$ cat config.mk
export PLATFORM = sky130hd
export DESIGN_NAME = grr_queue
export DESIGN_NICKNAME = d
export VERILOG_FILES = /design/src/design/grr_pkg.sv /design/src/design/grr_queue.sv
export SDC_FILE = /design/constraint.sdc
export NUM_CORES = 1
export LEC_CHECK = 0
export BUFFER_PORTS_ARGS = -buffer_cell sky130_fd_sc_hd__buf_2
export CORE_MARGIN = 5
export CORE_UTILIZATION = 25
export DETAILED_ROUTE_END_ITERATION = 8
export SLEW_MARGIN = 20
export SYNTH_ARGS = -nofsm -noshare
export SYNTH_HDL_FRONTEND = slang
export SYNTH_SLANG_ARGS = --single-unit
$ cat constraint.sdc
create_clock -name clk -period 3.75 [get_ports clk]
set_input_delay 0 -clock clk [delete_from_list [all_inputs] [get_ports clk]]
set_output_delay 0 -clock clk [all_outputs]
set_load 0.03 [all_outputs]
$ cat src/design/grr_pkg.sv
`timescale 1ns / 1ps

package grr_pkg;

  // Field widths
  localparam int COORD_W     = 13;
  localparam int LINE_W      = 12;
  localparam int MASK_W      = 9;
  localparam int COLOR_W     = 32;
  localparam int BYTE_W      = 8;
  localparam int CHAR_W      = 8;
  localparam int ROW_W       = 4;
  localparam int INDEX_W     = 12;
  localparam int CFG_W       = 13;

  // Screen limits and register reset values
  localparam int SCREEN_MAX   = 4096;
  localparam int WIDTH_RESET  = 640;
  localparam int HEIGHT_RESET = 480;

  // Queue between front and back
  localparam int QUEUE_DEPTH = 4;
  localparam int QPTR_W      = $clog2(QUEUE_DEPTH);
  localparam int QCNT_W      = $clog2(QUEUE_DEPTH + 1);

  typedef enum logic {
    REQ_LOAD   = 1'b0,
    REQ_RENDER = 1'b1
  } req_t;

  typedef enum logic {
    CFG_WIDTH  = 1'b0,
    CFG_HEIGHT = 1'b1
  } cfg_idx_t;

  typedef struct packed {
    logic [CFG_W-1:0] width;
    logic [CFG_W-1:0] height;
  } grr_screen_t;

  // One classified word travelling from front to back
  typedef struct packed {
    logic                      visible;
    logic [LINE_W-1:0]         line_y;
    logic signed [COORD_W-1:0] x_start;
    logic [COLOR_W-1:0]        color;
    logic [MASK_W-1:0]         clip_mask;
    logic                      bold;
    logic                      uline_row;
    logic                      glyph_ok;
    logic [BYTE_W-1:0]         glyph_byte;
  } grr_entry_t;

endpackage

$ cat src/design/grr_queue.sv
`timescale 1ns / 1ps

module grr_queue (
  input  logic                       clk,
  input  logic                       rst_n,
  input  logic                       push,
  input  grr_pkg::grr_entry_t        push_ent,
  input  logic                       pop,
  output logic                       head_valid,
  output grr_pkg::grr_entry_t        head_ent,
  output logic [grr_pkg::QCNT_W-1:0] count
);

  import grr_pkg::*;

  grr_entry_t          slot_r [QUEUE_DEPTH];
  logic [QPTR_W-1:0]   wr_ptr_r, wr_ptr_nxt;
  logic [QPTR_W-1:0]   rd_ptr_r, rd_ptr_nxt;
  logic [QCNT_W-1:0]   count_r, count_nxt;

  // Pointer and fill count update
  always_comb begin
    wr_ptr_nxt = push ? wr_ptr_r + QPTR_W'(1) : wr_ptr_r;
    rd_ptr_nxt = pop ? rd_ptr_r + QPTR_W'(1) : rd_ptr_r;
    count_nxt  = count_r + QCNT_W'(push) - QCNT_W'(pop);
  end

  always_ff @(posedge clk) begin
    if (!rst_n) begin
      wr_ptr_r <= '0;
      rd_ptr_r <= '0;
      count_r  <= '0;
    end else begin
      wr_ptr_r <= wr_ptr_nxt;
      rd_ptr_r <= rd_ptr_nxt;
      count_r  <= count_nxt;
    end
  end

  // Slot storage
  always_ff @(posedge clk) begin
    if (push) begin
      slot_r[wr_ptr_r] <= push_ent;
    end
  end

  assign head_valid = (count_r != '0);
  assign head_ent   = slot_r[rd_ptr_r];
  assign count      = count_r;

  a_no_overflow: assert property (@(posedge clk) disable iff (!rst_n)
    push |-> (count_r < QCNT_W'(QUEUE_DEPTH)) || pop)
    else $error("queue written while full");

  a_no_underflow: assert property (@(posedge clk) disable iff (!rst_n)
    pop |-> (count_r != '0))
    else $error("queue read while empty");

endmodule

# Word-level counts from Yosys, hierarchy flattened
# Memories as Yosys holds them, arrays and structs flattened. A register that Yosys moved wholly into a read port is not among the register bits.
# Cells that the tools add are included.
[word_totals] in_bits=82 word_cells=13 memories=1 mem_bits_rw=312 out_inout_bits=82 regBits=7
[op_classes] n_mux=4 add_sub_neg=4 reduce_logical=1
[mem_list] name="slot_r" depth=4 word_bits=78 rd=1 rd_ports_with_merged_regs=1 wr=1 line="grr_queue.sv:16" text="grr_entry_t slot_r [QUEUE_DEPTH];"
[ops] op="$add A2 B1 Y2 const B" n=2
[ops] op="$mux W2" n=2
[ops] op="$add A3 B1 Y3" n=1
[ops] op="$reduce_bool A3 Y1" n=1
[ops] op="$sub A3 B1 Y3" n=1
[ops] op="$mux W1" n=2

# Logic depth before layout (Yosys ltp)
[logic_depth] ltp_word=3 depth_mapped=7 ltp_nobuf=7

# Worst setup path before layout
# Ideal clock, no wire load.
[synth_path] path_type="reg2reg" start="register wr_ptr_r[0]" end="memory slot_r[0][0] (netlist name) (enable)" t_required_ns=3.305 setup_time_ns=0.445 path_buffers=0 stages_incl_launch_ff=4 t_arrival_ns=2.361 path_slack_ns=0.944 cell_sequence="dfxtp_1 inv_1 ha_1 and2_1"
[synth_lines] element="start: declaration" line="grr_queue.sv:17" text="logic [QPTR_W-1:0] wr_ptr_r, wr_ptr_nxt;"
[synth_lines] element="start signal: assignment" line="grr_queue.sv:34" text="wr_ptr_r <= wr_ptr_nxt;"
[synth_lines] element="end: declaration" line="grr_queue.sv:16"
# No word-level cell before the write port.

==> reports/metrics.yaml <==
die_h_um: 226
fin_crit_ps: 2430
max_freq_mhz: 411
arrival_ps: 2430
r2r_setup_slack_ps: 1720
routedWlPerCell_um: 17.9
power_density_nw_per_um2: 564
min_to: "slot_r[0][48]"
ys_seq_area_frac: 0.815
grt_pass1_vias: 6072
gp_congestion: 0.665
final_core_util: 0.328
ir_drop_uv: 376
grt_pass1_wl_um: 36300
cts_buffers: 35
clk_pin_slew_ps: 60
yosys_warnings: 0
grt_use_total: 0.0937
rsz0062_at_grt: "no"
vias: 5594
min_from: "push_ent[48]"
critPathKind: "register to primary output"
synth-seq-cells: 321
regArea_um2: 9560
r2r-start: "wr_ptr_r[0]"
wirelength_um: 24200
final_cell_count_no_fill: 1352
dp_cells: 1210
cp.required_ps: 3750
io_pins: 164
hold_class: "primary input to register"
drt.antenna.violating_nets: 0
grt_overflow: 0
synth_area_um2: 11700
antenna_found_initial: 1
preCtsSetupSlack_ps: 1640
maxSlewViolCount: 0
die_w_um: 226
cts.sinks: 321
worst_hold_slack_ps: 226
crit_buf_inv: 2
slowest_delay_ps: 780
synthToLayoutAreaGrowth_pct: 30.0
cts_buffer_depth: 3
io_buffers: 163
synth_fp_nets: 539
fin_crit_sh: 0.648
firstDrtPassIters: 4
tns_ps: 0
die-area_um2: 51300
critical-path-top-delay-family: "flip-flops"
root_buffer: "clkbuf_16"
use_met2: 0.149
drc: 0
fillers: 4413
rr_worst_depth: 4
endpoint_kind: "primary output"
drv_cap: 0
cts_max_level: 2
synth.avg_cell_area_um2: 26.0
cts_tree: "yes"
whs_path_depth: 2
multiInputGateArea_um2: 2000
post-cts-setup-buffers: 0
path_cells: "buf_12 -> mux4_2 -> buf_2"
finalClockSkew_ps: 7.07
static-leakage-power_nw: 5.10
drt-initial-drc-count: 328
drive_above_1_share: 0.407
start_util: 0.252
tightest_slew_ps: 813
busiest_layer: "met2"
syn_inst: 450
viasPerCell: 4.14
max_slew_margin: 0.458
grt_use_met1: 0.122
crit_slowest_cell: "dfxtp_4"
worstPathMaxFanout: 28
grt_use_met3: 0.0265
diodes: 0
hold_viol_final: 0
dp_hpwl_um: 13600
clk_latency_ps: 520
r2r-end: "slot_r[2][37]"
status: "finished, final reports clean"
grt_max_degree: 79
setup_slack_ps: 1320
fp.coreArea_um2: 46500
cp-start-kind: "register"
synth_cell_types: 20
layout.nets: 810
num_rows: 79
setup_viol: 0
layout by cell type, fill, tap and decap left out, drive strengths merged:
cell type,n
nand3b,1
dlygate4sd3,81
inv,8
xnor2,2
or3,1
mux2i,1
clkinvlp,2
and2,6
bufinv,3
nor2,5
clkinv,11
ha,6
buf,171
a21oi,1
mux4,78
clkbuf,44
edfxtp,312
dfxtp,9
a21bo,1
fa,1
xor3,1
worst max-delay path by stage:
stage          slack (ps)       endpoint  depth (start not counted)
2_1_floorplan         940   slot_r[0][0]                          3
3_3_place_gp         1670  slot_r[2][55]                          4
3_5_place_dp         1640  slot_r[2][55]                          4
4_1_cts              1150   head_ent[41]                          3
5_1_grt              1100   head_ent[41]                          3
6_report             1320   head_ent[41]                          3
registers in the layout, summed over array words and instances, names as in the netlist, named ones only:
name / count
slot_r: 312
rd_ptr_r: 2
wr_ptr_r: 2
count: 3
layout make-up:
class | count | area share
multi-input combinational | 104 | 0.131
clock inverter | 17 | 0.0104
inverter | 7 | 0.00173
clock buffer | 44 | 0.0632
sequential | 321 | 0.628
timing repair buffer | 252 | 0.116
tap | 607 | 0.0499
synthesized netlist by cell type:
cell,n,share of area
or3_1,1,0.00053
a21oi_1,1,0.00043
buf_2,4,0.0017
buf_6,1,0.00096
buf_12,3,0.0051
a21bo_2,1,0.00085
mux4_2,78,0.15
and2_1,6,0.0032
buf_4,5,0.0032
edfxtp_1,312,0.80
ha_1,6,0.0064
dfxtp_1,9,0.015
mux2i_1,1,0.00085
inv_1,7,0.0022
clkbuf_1,5,0.0016
fa_1,1,0.0017
xor3_1,1,0.0020
nor2_1,5,0.0016
xnor2_1,2,0.0015
nand3b_1,1,0.00064
power breakdown:
| part | total (mW) | switching [mW] | internal, mW |
|---|---|---|---|
| logic | 1.04 | 0.622 | 0.417 |
| clock network | 3.36 | 1.34 | 2.02 |
| registers | 4.19 | 0.0619 | 4.12 |
| total | 8.58 | 2.02 | 6.56 |
worst register-to-register path: stages, from the launching register on:
cell	delay, ps
dfxtp_1	340
inv_1	90
ha_1	150
and2_4	680
buf_4	430
cell families after synthesis:
| kind of cell | synth area share |
|---|---|
| AOI/OAI and AO/OA | 0.00128 |
| xor gates and xnor gates | 0.00353 |
| adders and majority gates | 0.00812 |
| buffers and inverters | 0.0149 |
| DFF | 0.815 |
| muxes | 0.151 |
| and+or+nand+nor | 0.00598 |
metal layers:
metal	vias up	part of all wire
li1	2471	-
met1	2922	0.43
met2	159	0.48
met3	40	0.063
met4	2	0.026
met5	-	0.00050
what timing repair did:
item | CTS | global route
hold buffers | 81 | 0
endpoints found under the hold margin | 321 | 0
resized for setup | 0 | 0
per-stage QoR:
step | cell area (µm²) | total power, mW
5_1_grt | 15200 | 8.93
4_1_cts | 15200 | 8.73
3_3_place_gp | 13300 | 5.24
6_report | 15200 | 8.58
2_1_floorplan | 11700 | 4.93
3_5_place_dp | 13300 | 5.26
Power figures use the tool's default switching activity.
