**config.mk**
```make
export PLATFORM = sky130hd
export DESIGN_NAME = grr_back
export DESIGN_NICKNAME = d
export VERILOG_FILES = /design/src/design/grr_pkg.sv /design/src/design/grr_back.sv
export SDC_FILE = /design/constraint.sdc
export NUM_CORES = 1
export LEC_CHECK = 0
export BUFFER_PORTS_ARGS = -buffer_cell sky130_fd_sc_hd__buf_2
export CAP_MARGIN = 20
export CORE_ASPECT_RATIO = 0.5
export CORE_MARGIN = 2
export CORE_UTILIZATION = 30
export DETAILED_ROUTE_END_ITERATION = 7
export GPL_TIMING_DRIVEN = 0
export HOLD_SLACK_MARGIN = 0.12
export MAX_ROUTING_LAYER = met4
export PLACE_DENSITY = 0.61
export RECOVER_POWER = 50
export REMOVE_ABC_BUFFERS = 1
export SLEW_MARGIN = 20
export SYNTH_ARGS = -nofsm -noshare
export SYNTH_HDL_FRONTEND = slang
export SYNTH_SLANG_ARGS = --single-unit
```
**constraint.sdc**
```tcl
create_clock -name clk -period 4.1 [get_ports clk]
set_input_delay 0.615 -clock clk [delete_from_list [all_inputs] [get_ports clk]]
set_output_delay 0.615 -clock clk [all_outputs]
set_load 0.03 [all_outputs]
```
**src/design/grr_pkg.sv**
```systemverilog
`timescale 1ns / 1ps

package grr_pkg;

  // Field widths
  localparam int COORD_W     = 13;
  localparam int LINE_W      = 12;
  localparam int MASK_W      = 9;
  localparam int COLOR_W     = 32;
  localparam int BYTE_W      = 8;
  localparam int CHAR_W      = 8;
  localparam int ROW_W       = 4;
  localparam int INDEX_W     = 12;
  localparam int CFG_W       = 13;

  // Screen limits and register reset values
  localparam int SCREEN_MAX   = 4096;
  localparam int WIDTH_RESET  = 640;
  localparam int HEIGHT_RESET = 480;

  // Queue between front and back
  localparam int QUEUE_DEPTH = 4;
  localparam int QPTR_W      = $clog2(QUEUE_DEPTH);
  localparam int QCNT_W      = $clog2(QUEUE_DEPTH + 1);

  typedef enum logic {
    REQ_LOAD   = 1'b0,
    REQ_RENDER = 1'b1
  } req_t;

  typedef enum logic {
    CFG_WIDTH  = 1'b0,
    CFG_HEIGHT = 1'b1
  } cfg_idx_t;

  typedef struct packed {
    logic [CFG_W-1:0] width;
    logic [CFG_W-1:0] height;
  } grr_screen_t;

  // One classified word travelling from front to back
  typedef struct packed {
    logic                      visible;
    logic [LINE_W-1:0]         line_y;
    logic signed [COORD_W-1:0] x_start;
    logic [COLOR_W-1:0]        color;
    logic [MASK_W-1:0]         clip_mask;
    logic                      bold;
    logic                      uline_row;
    logic                      glyph_ok;
    logic [BYTE_W-1:0]         glyph_byte;
  } grr_entry_t;

endpackage

```
**src/design/grr_back.sv**
```systemverilog
`timescale 1ns / 1ps

module grr_back (
  input  logic                               clk,
  input  logic                               rst_n,
  input  logic                               head_valid,
  input  grr_pkg::grr_entry_t                head_ent,
  output logic                               pop,
  output logic                               out_valid,
  input  logic                               out_ready,
  output logic                               out_row_visible,
  output logic [grr_pkg::LINE_W-1:0]         out_line_y,
  output logic signed [grr_pkg::COORD_W-1:0] out_x_start,
  output logic [grr_pkg::MASK_W-1:0]         out_pixel_mask,
  output logic [grr_pkg::COLOR_W-1:0]        out_color_res
);

  import grr_pkg::*;

  logic [MASK_W-1:0]         mask;
  logic                      out_valid_r, out_valid_nxt;
  logic                      visible_r;
  logic [LINE_W-1:0]         line_y_r;
  logic signed [COORD_W-1:0] x_start_r;
  logic [MASK_W-1:0]         mask_r;
  logic [COLOR_W-1:0]        color_r;

  // Take a word whenever the output register is free or being drained
  assign pop = head_valid && (!out_valid_r || out_ready);

  // Glyph byte to pixel mask: msb is pixel 0, then bold, underline, clip
  always_comb begin
    mask = '0;
    if (head_ent.glyph_ok) begin
      for (int k = 0; k < BYTE_W; k++) begin
        mask[k] = head_ent.glyph_byte[BYTE_W-1-k];
      end
    end
    if (head_ent.bold) begin
      mask = mask | (mask << 1);
    end
    if (head_ent.uline_row) begin
      mask = mask | {1'b0, {BYTE_W{1'b1}}};
    end
    mask = mask & head_ent.clip_mask;
  end

  always_comb begin
    out_valid_nxt = pop || (out_valid_r && !out_ready);
  end

  // Output register
  always_ff @(posedge clk) begin
    if (!rst_n) begin
      out_valid_r <= 1'b0;
    end else begin
      out_valid_r <= out_valid_nxt;
    end
    if (pop) begin
      visible_r <= head_ent.visible;
      line_y_r  <= head_ent.line_y;
      x_start_r <= head_ent.x_start;
      mask_r    <= mask;
      color_r   <= head_ent.color;
    end
  end

  assign out_valid       = out_valid_r;
  assign out_row_visible = visible_r;
  assign out_line_y      = line_y_r;
  assign out_x_start     = x_start_r;
  assign out_pixel_mask  = mask_r;
  assign out_color_res   = color_r;

  a_hidden_line_empty: assert property (@(posedge clk) disable iff (!rst_n)
    (out_valid_r && !visible_r) |-> (mask_r == '0) && (line_y_r == '0))
    else $error("hidden line carries pixels or a line number");

endmodule

```
**After elaboration in Yosys (flattened, before gate mapping)**

Index checks and enable logic that the tools add are counted.

- Bits in registers: 68
- Input bits: 82
- Output and inout bits: 69
- Word-level logic and storage cells: 17

- Multiplexer cells: 3
- Bitwise logic cells: 2
- Reduce and logical (&&, ||, !) cells: 6

Operator list:

| kind | number |
|---|---|
| 8-bit 2-to-1 mux | 2 |
| 9-bit bitwise AND | 1 |
| 9-bit 2-to-1 mux | 1 |
| 8-bit by 9-bit OR with 9-bit output | 1 |
| 1-bit logical AND | 2 |
| 1-bit zero test | 2 |
| 1-bit logical OR | 2 |

**Longest topological paths before layout**

Gate-level depths: netlist of the first run.

- Word-level depth: 5
- Mapped depth: 3
- Gate-level depth less buffers: 2

**Worst setup path after synthesis of the first run**

No wires, ideal clock.

- Path kind: in2out
- Start: in out_ready
- End: out pop
- Arrival: 4.023 ns
- Data required time: 3.485 ns
- Slack: -0.538 ns
- Stages: 2
- Buffers on the path: 0
- Cells stage by stage: nor2b_1 > nor2b_1

- Word-level cells in the longest chain between the ends: 2

RTL lines:

| what | line | RTL |
|---|---|---|
| from (decl) | grr_back.sv:10 | `input logic out_ready,` |
| 1-bit logical OR | grr_back.sv:29 | `assign pop = head_valid && (!out_valid_r \|\| out_ready);` |
| 1-bit logical AND | grr_back.sv:29 |  |
| to (decl) | grr_back.sv:8 | `output logic pop,` |

Every way passes these cells.

**Worst setup path after layout of the first run**

- Start: reg out_valid_r, in the netlist out_valid
- End: out pop

- Word-level cells in the longest chain between the ends: 3

RTL lines:

| what | line | RTL |
|---|---|---|
| from (decl) | grr_back.sv:21 | `logic out_valid_r, out_valid_nxt;` |
| from (signal assigned) | grr_back.sv:57 | `out_valid_r <= out_valid_nxt;` |
| 1-bit zero test | grr_back.sv:29 |  |
| 1-bit logical OR | grr_back.sv:29 |  |
| 1-bit logical AND | grr_back.sv:29 |  |

Every way passes these cells.

==> results of run 1 <==
-- per-layer routing --
layer | GRT usage (%) | up-vias
met1 | 13.2 | 722
met2 | 23.8 | 30
met4 | 5.14 | 0
li1 | - | 693
met5 | - | -
met3 | 3.80 | 4
-- critical path: stages, from the launching register on --
cell     delay, ns
dfxtp_1       0.30
nor2b_1       0.16
nor2b_4       0.48
buf_16        0.25
buf_2         0.22
-- power by group through the flow --
stage	registers [W]	clock network, W	logic, W
finish	0.000825	0.000779	0.000196
global route	0.000828	0.000828	0.000208
CTS	0.000825	0.000794	0.000203
detailed placement	0.000839	0	0.000203
global placement	0.000842	0	0.000189
floorplan	0.000928	0	0.0000224
-- through the flow --
| stage | hold slack, ns | total power, W | cell area [µm²] | setup WS (ns) | instances |
|---|---|---|---|---|---|
| 2_1_floorplan | 0.714 | 0.000950 | 2190 | -0.538 | 89 |
| 3_3_place_gp | 0.603 | 0.00103 | 3060 | -1.79 | 335 |
| 3_5_place_dp | 0.684 | 0.00104 | 3120 | 1.73 | 337 |
| 4_1_cts | 0.465 | 0.00182 | 3430 | 1.70 | 353 |
| 5_1_grt | 0.463 | 0.00186 | 3400 | 1.61 | 353 |
| 6_report | 0.476 | 0.00180 | 3400 | 1.74 | 353 |
-- final cells by class --
| type | instances | area (µm²) |
|---|---|---|
| fillers | 642 | 3840 |
| flip-flops and latches | 68 | 2030 |
| repair buffers | 152 | 777 |
| clock buffers | 10 | 229 |
| multi-input cells | 21 | 160 |
| well taps | 96 | 120 |
| clock inverters | 6 | 78.8 |
-- state kept, by name, summed over array words and instances, names as in the netlist --
| name | cells |
|---|---|
| out_line_y | 12 |
| out_valid | 1 |
| out_x_start | 13 |
| out_pixel_mask | 9 |
| out_row_visible | 1 |
| out_color_res | 32 |
-- logic make-up (layout without fill, tap and decap cells) --
kind of cell | count (synthesis) | in the layout | share of synthesized area (%)
DFF | 68 | 68 | 92.0
and+or+nand+nor | 12 | 12 | 3.68
AOI/OAI and AO/OA | 9 | 9 | 3.34
buffers and inverters | 2 | 168 | 1.02
-- cells in the final DEF (no fill, tap or decap), drive strengths merged, types with 2 or more instances in the layout --
cell type / count
a211o: 7
and3: 7
buf: 129
bufinv: 2
clkbuf: 33
clkinv: 4
edfxtp: 67
nor2b: 3
-- how the worst max path moves through the flow --
stage,start,endpoint,slack [ns],depth (start not counted)
2_1_floorplan,out_ready,pop,-0.54,2
3_3_place_gp,out_ready,pop,-1.79,4
3_5_place_dp,out_ready,pop,1.73,5
4_1_cts,out_valid,pop,1.70,4
5_1_grt,out_valid,pop,1.61,4
6_report,out_valid,pop,1.74,4
==> results_dict.tcl, run 1 <==
set metrics [dict create \
    status "complete, no violations" \
    antenna_found_initial 0 \
    slew_headroom_pct 61.6 \
    grt_pass1_wl_um 7690 \
    grt_overflow 0 \
    yosysWarnings 0 \
    ys_types 10 \
    dr.pass1.iters 4 \
    worstReg2RegStart "out_valid" \
    cp.required_ns 3.48 \
    reg2reg_slack_ns 2.58 \
    core_mm2 0.00724 \
    hpwlAfterDp_um 4040 \
    fmax_mhz 423 \
    grt_pass1_vias 1531 \
    yosysTopAreaCell "edfxtp_1" \
    dr_wl_met3_um 171 \
    swShare_pct 22.0 \
    ys.flop_type "edfxtp_1" \
    hp-class "in -> reg" \
    vias 1449 \
    num_rows 22 \
    hp-start "head_ent[54]" \
    final-setup-viol-count 0 \
    p_leak_nw 1.44 \
    p_comb_share_pct 10.9 \
    post-route-util_pct 46.9 \
    peakVddDrop_mv 0.240 \
    die_area_mm2 0.00811 \
    synth_top_area_share_pct 91.1 \
    seq_area_frac_synth_pct 92.0 \
    whs_path_depth 1 \
    viasPerCell 4.10 \
    finalCritPeriodShare_pct 57.7 \
    cts_hold_buffers 0 \
    synth.cell_area_mm2 0.00221 \
    cts_resized 0 \
    fin_setup_tns_ns 0 \
    die_y_um 64.7 \
    design.final.nets 334 \
    clock_tree.root_cell "clkbuf_16" \
    grt_usage_pct 12.9 \
    top_layer_used "met4" \
    rr_endpoint "out_color_res[17]" \
    yosysMostFrequentCell "edfxtp_1" \
    end_kind "output port" \
    rr_worst_depth 3 \
    hold_viol 0 \
    rsz0062_at_grt "false" \
    antenna_cells 0 \
    crit_arrival_ns 1.75 \
    worstSetupStartpointType "register" \
    period_minus_slack_ns 2.36 \
    drv_cap 0 \
    synth_edf_count 67 \
    drt_first_iter_violations 72 \
    cts_tree "built" \
    start_util_pct 30.5 \
    die_w_um 125 \
    io_pins 151 \
    power.share.clock_pct 43.3 \
    clk_latency_ns 0.31 \
    yosys-top-cells-area "edfxtp_1, a211o_1, and3_1" \
    power_density_mw_per_mm2 530 \
    path_class "reg -> out" \
    wl_met1_um 1840 \
    cts_max_path_buffers 2 \
    wl_um 5170 \
    drive_above_1_share_pct 56.4 \
    synth_common_cells "edfxtp_1, a211o_1, and3_1" \
    h-tree-depth 3 \
    synth_cells 91 \
    cts.sinks 68 \
    fin_skew_ns 0.00661 \
    dr_wl_met2_um 3110 \
    path_clk_slew_ns 0.06 \
    ys_seq_elements 68 \
    critPathMaxFanout 28 \
    internal_power_w 0.00140 \
    antenna_left 0 \
    wl_per_cell_um 14.7 \
    worst_pin_slew_ns 0.575 \
    drc 0 \
    syn_avg_cell_area_um2 24.3 \
    async_flop_share_pct 0 \
    io_buffers 150 \
    sequentialPowerShare_pct 45.8 \
    cts_buffers 9 \
    maxSlewViolCount 0 \
    post_cts_buffers 0 \
    hold_end "out_x_start[2]" \
    area_growth_syn_to_layout_pct 53.7 \
    place.gp.congestion 0.741 \
    switching_power_w 0.000395 \
    grt_max_degree 29 \
]
Power figures use the tool's default switching activity.
==> inputs of run 2 (changes only) <==
- PLACE_DENSITY: 0.61 -> 0.59
- clock period: 4.1 -> 2.45 ns (I/O delays scaled with it)
==> run 2 against run 1 <==
  * First-iteration DRC count is 8.3% higher
  * Utilization is 1.1 points lower
  * Total power is 54% higher
  * Global-route usage is 0.36 points lower
  * Critical path type unchanged
  * Critical endpoint unchanged
  * Largest cell class unchanged
  * Largest power group unchanged
==> results_dict.tcl, run 2 (synthesis gave the netlist of run 1 again) <==
set metrics [dict create \
    largest_reg_flops 32 \
    cts_buffers 9 \
    antenna_left 0 \
    power_density_mw_per_mm2 836 \
    rsz0062_at_grt "false" \
    grt_pass1_vias 1465 \
    start_util_pct 30.5 \
    place.gp.congestion 0.738 \
    num_rows 22 \
    period_minus_slack_ns 2.13 \
    peakVddDrop_mv 0.310 \
    end_kind "output port" \
    hold_viol 0 \
    fin_setup_tns_ns 0 \
    grt_max_degree 29 \
    hold_end "out_color_res[20]" \
    antenna_cells 0 \
    vias 1454 \
    cts.sinks 68 \
    final_common_cell "buf_2" \
    cts_max_path_buffers 2 \
    io_buffers 150 \
    core_mm2 0.00724 \
    top_usage_layer "met2" \
    area_growth_syn_to_layout_pct 50.1 \
    maxSlewViolCount 0 \
    met2_usage_pct 24.0 \
    clk_latency_ns 0.31 \
    critPathMaxFanout 28 \
    die_y_um 64.7 \
    holdWs_ns 0.225 \
    grt_pass1_wl_um 7380 \
    place_area_mm2 0.00311 \
    drt_first_iter_violations 78 \
    h-tree-depth 3 \
    clock_tree.root_cell "clkbuf_16" \
    worstSetupStartpointType "register" \
    fin_area_mm2 0.00332 \
    whs_path_depth 1 \
    final-setup-viol-count 0 \
    cts_tree "built" \
    worstReg2RegStart "out_valid" \
    hp-class "in -> reg" \
    grt_usage_pct 12.6 \
    cp.required_ns 2.08 \
    grtUsageMet1_pct 12.0 \
    drc 0 \
    grt_overflow 0 \
    slew_headroom_pct 64.0 \
    use_met3_pct 4.38 \
    viasPerCell 4.13 \
    die_area_mm2 0.00811 \
    fin_skew_ns 0.00588 \
    rr_endpoint "out_x_start[4]" \
    antenna_found_initial 0 \
    cts_hold_buffers 0 \
    mostFrequentLayoutCells "buf_2, edfxtp_1, clkbuf_1" \
    path_clk_slew_ns 0.05 \
    fmax_mhz 470 \
    drv_cap 0 \
    status "complete, no violations" \
    design.final.nets 334 \
    wl_per_cell_um 14.4 \
    worst_pin_slew_ns 0.539 \
    cts_resized 0 \
    rr_worst_depth 4 \
    crit_arrival_ns 1.76 \
    reg2reg_slack_ns 0.74 \
    finalCritPeriodShare_pct 86.9 \
    io_pins 151 \
    p_leak_nw 1.37 \
    drive_above_1_share_pct 50.4 \
    die_w_um 125 \
    dr.pass1.iters 4 \
    post-route-util_pct 45.8 \
    post_cts_buffers 0 \
    hp-start "head_ent[40]" \
    path_class "reg -> out" \
    wl_um 5070 \
    hpwlAfterDp_um 3940 \
]
## run 2: cell count changes in the layout (fill, tap and decap cells not counted), sizes merged
cell,delta
clkbuf,+14
buf,-13
bufinv,-2
## run 2: cell type report
cell class,count,area [µm²]
Timing Repair Buffer,152,753
Clock buffer,11,233
Clock inverter,4,17.5
Tap cell,96,120
Multi-Input combinational cell,21,160
Fill cell,665,3920
Sequential cell,68,2030
## run 2: power by group
group          total (W)  internal, W  leakage (nW)  switching, W
Combinational   0.000323     0.000101         0.592      0.000222
Clock            0.00107     0.000667         0.124      0.000403
Sequential       0.00138      0.00136         0.659     0.0000166
Total            0.00277      0.00213          1.37      0.000642
## run 2: worst max-delay path: stages, from the launching register on
cell and delay [ns]:
dfxtp_1 0.31, nor2b_1 0.16, nor2b_4 0.46, buf_12 0.27, buf_2 0.23
## run 2: routing by layer
layer / part of all wire, % / routed length (µm) / up-vias
met2: 60 / 3030 / 45
li1: - / - / 689
met5: 0 / 0 / -
met4: 0.57 / 29 / 0
met1: 36 / 1810 / 716
met3: 4.0 / 201 / 4
## run 2: worst max-delay path by stage
stage	start	endpoint	slack, ns	cells after the start
final	out_valid	pop	0.32	4
after floorplan	out_valid	out_color_res[0]	-2.01	2
after CTS	out_valid	pop	0.30	4
after detailed placement	out_ready	pop	0.58	5
after global placement	out_ready	pop	-2.99	4
after global routing	out_valid	pop	0.19	4
## run 2: metrics by stage
stage | std cells | setup slack (ns) | total power, W
2_1_floorplan | 89 | -2.01 | 0.00159
3_3_place_gp | 335 | -2.99 | 0.00173
3_5_place_dp | 337 | 0.582 | 0.00174
4_1_cts | 352 | 0.304 | 0.00282
5_1_grt | 352 | 0.195 | 0.00288
6_report | 352 | 0.321 | 0.00277
